[config.mk]
export PLATFORM = sky130hd
export DESIGN_NAME = chs_mac_lane
export DESIGN_NICKNAME = d
export VERILOG_FILES = /design/src/rtl/core/chs_pkg.sv /design/src/rtl/core/chs_mac_lane.sv
export SDC_FILE = /design/constraint.sdc
export NUM_CORES = 2
export LEC_CHECK = 0
export BUFFER_PORTS_ARGS = -buffer_cell sky130_fd_sc_hd__buf_2
export CELL_PAD_IN_SITES_DETAIL_PLACEMENT = 2
export CELL_PAD_IN_SITES_GLOBAL_PLACEMENT = 2
export CORE_ASPECT_RATIO = 1.25
export CORE_UTILIZATION = 28
export DETAILED_ROUTE_END_ITERATION = 10
export GPL_ROUTABILITY_DRIVEN = 0
export PLACE_DENSITY_LB_ADDON = 0.1
export SLEW_MARGIN = 15
export SYNTH_ARGS = -nofsm -noshare
export SYNTH_HDL_FRONTEND = slang
export SYNTH_SLANG_ARGS = --single-unit
[constraint.sdc]
create_clock -name clk -period 8.5 [get_ports clk]
set_input_delay 0.85 -clock clk [delete_from_list [all_inputs] [get_ports clk]]
set_output_delay 0.85 -clock clk [all_outputs]
set_load 0.02 [all_outputs]
[src/rtl/core/chs_pkg.sv]
// Shared constants and types for the cubic Hermite spline evaluator.
// No dependencies.
`default_nettype none

package chs_pkg;

	localparam int COORD_WIDTH_DEF = 32;
	localparam int FRAC_BITS_DEF   = 16;
	localparam int NUM_TERMS       = 4;
	localparam int NUM_STAGES      = 9;

	// Term order in the weighted sum.
	localparam int TERM_P0 = 0;
	localparam int TERM_M0 = 1;
	localparam int TERM_P1 = 2;
	localparam int TERM_M1 = 3;

	// Load enables for the two register stages inside a multiply lane.
	typedef struct packed {
		logic ld_mul;
		logic ld_sum;
	} chs_lane_ctl_t;

endpackage

`default_nettype wire

[src/rtl/core/chs_mac_lane.sv]
// One weight-by-coordinate product lane: split multiply, then recombine.
// Depends on chs_pkg (lane control struct).
`default_nettype none

module chs_mac_lane #(
	parameter int COORD_WIDTH = chs_pkg::COORD_WIDTH_DEF,
	parameter int FRAC_BITS   = chs_pkg::FRAC_BITS_DEF
) (
	input  wire                                       clk,
	input  chs_pkg::chs_lane_ctl_t                    ctl,
	input  wire signed [FRAC_BITS+2:0]                weight,
	input  wire signed [COORD_WIDTH-1:0]              coord,
	output logic signed [FRAC_BITS+3+COORD_WIDTH-1:0] product
);
	import chs_pkg::*;

	localparam int WGT_W  = FRAC_BITS + 3;
	localparam int LO_W   = COORD_WIDTH / 2;
	localparam int HI_W   = COORD_WIDTH - LO_W;
	localparam int PL_W   = WGT_W + LO_W + 1;
	localparam int PH_W   = WGT_W + HI_W;
	localparam int PROD_W = WGT_W + COORD_WIDTH;

	logic signed [LO_W:0]     c_lo;
	logic signed [HI_W-1:0]   c_hi;
	logic signed [PL_W-1:0]   pl_d;
	logic signed [PH_W-1:0]   ph_d;
	logic signed [PL_W-1:0]   pl_s5;
	logic signed [PH_W-1:0]   ph_s5;
	logic signed [PROD_W-1:0] prod_d;
	logic signed [PROD_W-1:0] prod_s6;

	assign c_lo = {1'b0, coord[LO_W-1:0]};
	assign c_hi = coord[COORD_WIDTH-1:LO_W];
	assign pl_d = weight * c_lo;
	assign ph_d = weight * c_hi;

	assign prod_d = (PROD_W'(ph_s5) <<< LO_W) + PROD_W'(pl_s5);

	always_ff @(posedge clk) begin
		if (ctl.ld_mul) begin
			pl_s5 <= pl_d;
			ph_s5 <= ph_d;
		end
		if (ctl.ld_sum) begin
			prod_s6 <= prod_d;
		end
	end

	assign product = prod_s6;

endmodule

`default_nettype wire
==> results.sh <==
export IMPL_ys_seq_elements=122
export IMPL_max_cap_violations=0
export IMPL_worst_ep_required_time_ns=8.78
export IMPL_setup_total_negative_slack_ns=0
export IMPL_post_cts_buffers=0
export IMPL_share_of_the_clock_period_used_by_the_worst_path=0.884
export IMPL_worstPathArrival_ns=7.79
export IMPL_cts_resized=0
export IMPL_path_class="in2reg"
export IMPL_r2r_worst_path_cells=9
export IMPL_fin_cells=4294
export IMPL_grt_usage=0.191
export IMPL_cp_buffers_inverters=5
export IMPL_critPathMaxStageDelay_ns=0.83
export IMPL_fmax_mhz=133
export IMPL_worst_setup_hold_path_clk_slew_ns=0.07
export IMPL_layout_cells_most_common_list="702 x sky130_fd_sc_hd__inv_1, 612 x sky130_fd_sc_hd__fa_1, 357 x sky130_fd_sc_hd__nand2_1"
export IMPL_syn_inst_count=2915
export IMPL_finish_utilization=0.310
export IMPL_finish_net_count=3850
export IMPL_worst_slew_pin_tran_ns=0.937
export IMPL_outcome="finished clean"
export IMPL_time_the_final_worst_path_needs_with_i_o_delays_and_setup_ns=7.51
export IMPL_endpoint_kind="flip-flop"
export IMPL_floorplan_core_area_sq_um=99300
export IMPL_mostFrequentLayoutCell="sky130_fd_sc_hd__inv_1"
export IMPL_grt_setup_unrepaired="false"
export IMPL_synth_seq_area_share=0.130
export IMPL_netlist_cell_type_count=67
export IMPL_detail_route_vias_per_cell=4.61
export IMPL_vias_in_the_first_global_route=24509
export IMPL_initial_utilization=0.283
export IMPL_worstSkewPairLatency_ns=0.50
export IMPL_placedCellCount=4262
export IMPL_design_portCount=105
export IMPL_critPathSlowestCell="sky130_fd_sc_hd__a2111oi_0"
export IMPL_cts_root_to_sink_buffers=2
export IMPL_tritoncts="built"
export IMPL_post_route_cells_drive_above_1_share=0.0640
export IMPL_post_route_drc_violation_count=0
export IMPL_holdPathStages=0
export IMPL_synth_largest_area_cell="sky130_fd_sc_hd__fa_1"
export IMPL_number_of_setup_violations_in_the_final_report=0
export IMPL_via_count=19811
export IMPL_synth_net_count=3794
export IMPL_final_fill_count=11101
export IMPL_timing_critical_path_fanout_max=19
export IMPL_worst_hold_path_type="reg2reg"
export IMPL_critical_path_most_common_cell="sky130_fd_sc_hd__fa_1"
export IMPL_critical_path_startpoint_type="primary input"
export IMPL_drt_iter0_markers=519
export IMPL_timing_rr_start="pl_s5[35]$_DFFE_PP_"
export IMPL_crit_path_cell_trace="buf_2 > buf_4 > nand2_1 > fa_1 > inv_1 > fa_1 > fa_1 > fa_1 > fa_1 > inv_1 > fa_1 > inv_1 > ha_1 > nand4_1 > a2111oi_0 > o21ai_1 > a21oi_1 > o41ai_2 > mux2i_1 > a2111oi_1"
export IMPL_timing_hold_violations_final=0
export IMPL_detail_route_first_pass_iterations=5
export IMPL_postCtsHoldBufs=0
export IMPL_critPathTopFamily="adder cells"
export IMPL_yosys_area_top_type_share=0.436
export IMPL_rr_endpoint="product[49]$_DFFE_PP_"
export IMPL_synth_main_ff_cell="sky130_fd_sc_hd__edfxtp_1"
export IMPL_ff2ff_setup_slack_ns=5.20
export IMPL_routed_wl_mm=90.9
export IMPL_area_sequential_sq_um=3660
export IMPL_dieArea_sq_um=102000
export IMPL_cts_num_sinks=122
export IMPL_grt_overflow_total=0
export IMPL_maxSlewViolCount=0
export IMPL_numPortBuffers=104
export IMPL_ys_warn_count=0
export IMPL_cts_made_buffers=17
export IMPL_synth_area_per_cell_sq_um=9.65
export IMPL_synth_edf_count=122
export IMPL_synth_async_sr_flop_share=0
export IMPL_placement_rows=129
export IMPL_grt_pass1_wl_mm=145
export IMPL_cts_htree_levels=4
export IMPL_multiInputGateArea_sq_um=21400
export IMPL_synth_area_leaders="sky130_fd_sc_hd__fa_1 44%, sky130_fd_sc_hd__edfxtp_1 13%, sky130_fd_sc_hd__ha_1 9.5%, sky130_fd_sc_hd__inv_1 9.4%, sky130_fd_sc_hd__and2_1 6.3%"
export IMPL_grt_max_degree=52
export IMPL_syn_area_sq_um=28100
export IMPL_grt_antenna_before_repair=8
export IMPL_cts_root_buf="sky130_fd_sc_hd__clkbuf_16"
export IMPL_fin_skew_ns=0.0164
export IMPL_whs_endpoint="product[6]$_DFFE_PP_"
export IMPL_wl_per_cell_microns=21.2
export IMPL_slew_headroom=0.371
export IMPL_detailed_place_hpwl_mm=75.2
export IMPL_die_outline_height_microns=356
export IMPL_die_width_microns=285
export IMPL_postRouteAntennaNets=0
export IMPL_hold_path_startpoint="pl_s5[6]$_DFFE_PP_"
export IMPL_syn2layout_area_growth_pct=9.35
[logic make-up (layout without fill, tap and decap cells)]
logic type / after synthesis / in the layout / synth area share
multiplexers: 2 / 2 / 0.000712
XOR/XNOR: 94 / 94 / 0.0293
AO/OA/AOI/OAI: 244 / 244 / 0.0583
buffers and inverters: 814 / 882 / 0.109
adder cells (fa/ha/maj): 825 / 825 / 0.531
other: 0 / 1 / 0
AND/OR/NAND/NOR: 814 / 814 / 0.142
flip-flops: 122 / 122 / 0.130
[per-layer routing]
layer / wire length, microns / GRT usage
met3: 1390 / 0.0168
met5: 27 / 0
met1: 37400 / 0.222
met2: 50600 / 0.372
met4: 1460 / 0.0433
[stage by stage]
| step | worst slack (ns) | hold WS [ns] | cell area, sq um |
|---|---|---|---|
| 6_report | 0.985 | 0.416 | 30700 |
| 4_1_cts | 0.852 | 0.420 | 30700 |
| 3_3_place_gp | 0.513 | 0.403 | 30200 |
| 2_1_floorplan | 1.56 | 0.400 | 28100 |
| 5_1_grt | 0.537 | 0.419 | 30700 |
| 3_5_place_dp | 0.318 | 0.405 | 30200 |
[how the worst max path moves through the flow]
stage                         start                  end  slack (ns)  cells after the start
after detailed placement  weight[7]  ph_s5[34]$_DFFE_PP_        0.32                     20
after floorplan            coord[2]  pl_s5[35]$_DFFE_PP_        1.56                     23
after global placement    weight[7]  ph_s5[34]$_DFFE_PP_        0.51                     20
after global routing      weight[7]  ph_s5[34]$_DFFE_PP_        0.54                     20
final                     weight[7]  ph_s5[34]$_DFFE_PP_        0.99                     20
after CTS                 weight[7]  ph_s5[34]$_DFFE_PP_        0.85                     20
[synth_stat cells, types with 5 or more instances]
cell type,count
sky130_fd_sc_hd__inv_1,702
sky130_fd_sc_hd__fa_1,612
sky130_fd_sc_hd__nand2_1,357
sky130_fd_sc_hd__and2_1,281
sky130_fd_sc_hd__ha_1,213
sky130_fd_sc_hd__edfxtp_1,122
sky130_fd_sc_hd__clkbuf_1,107
sky130_fd_sc_hd__nor2_1,73
sky130_fd_sc_hd__xnor2_1,68
sky130_fd_sc_hd__a21oi_1,60
sky130_fd_sc_hd__a21o_1,40
sky130_fd_sc_hd__xor2_1,26
sky130_fd_sc_hd__o21ai_0,24
sky130_fd_sc_hd__o21ai_1,22
sky130_fd_sc_hd__nand3_1,19
sky130_fd_sc_hd__nor3_1,15
sky130_fd_sc_hd__nor2b_1,14
sky130_fd_sc_hd__o21a_1,13
sky130_fd_sc_hd__a211oi_1,12
sky130_fd_sc_hd__and3_1,11
sky130_fd_sc_hd__nand2b_1,11
sky130_fd_sc_hd__a31oi_1,9
sky130_fd_sc_hd__o211ai_1,7
sky130_fd_sc_hd__o21bai_1,7
sky130_fd_sc_hd__or3_1,7
sky130_fd_sc_hd__nand4_1,6
sky130_fd_sc_hd__buf_1,5
sky130_fd_sc_hd__nor4_1,5
[area by class of cell]
class,instances,share of cell area
tap,1310,0.0533
clock buffer,19,0.0141
multi-input combinational,1979,0.696
antenna,1,0.0000814
clock inverter,12,0.00334
inverter,702,0.0857
sequential,122,0.119
timing repair buffer,149,0.0284
[registers in the layout, indices dropped and copies added (netlist names)]
register  cells
pl_s5        36
product      51
ph_s5        35
Power is not shown: default switching activity piles up to over one toggle a cycle in this logic, so the estimate is an artifact.
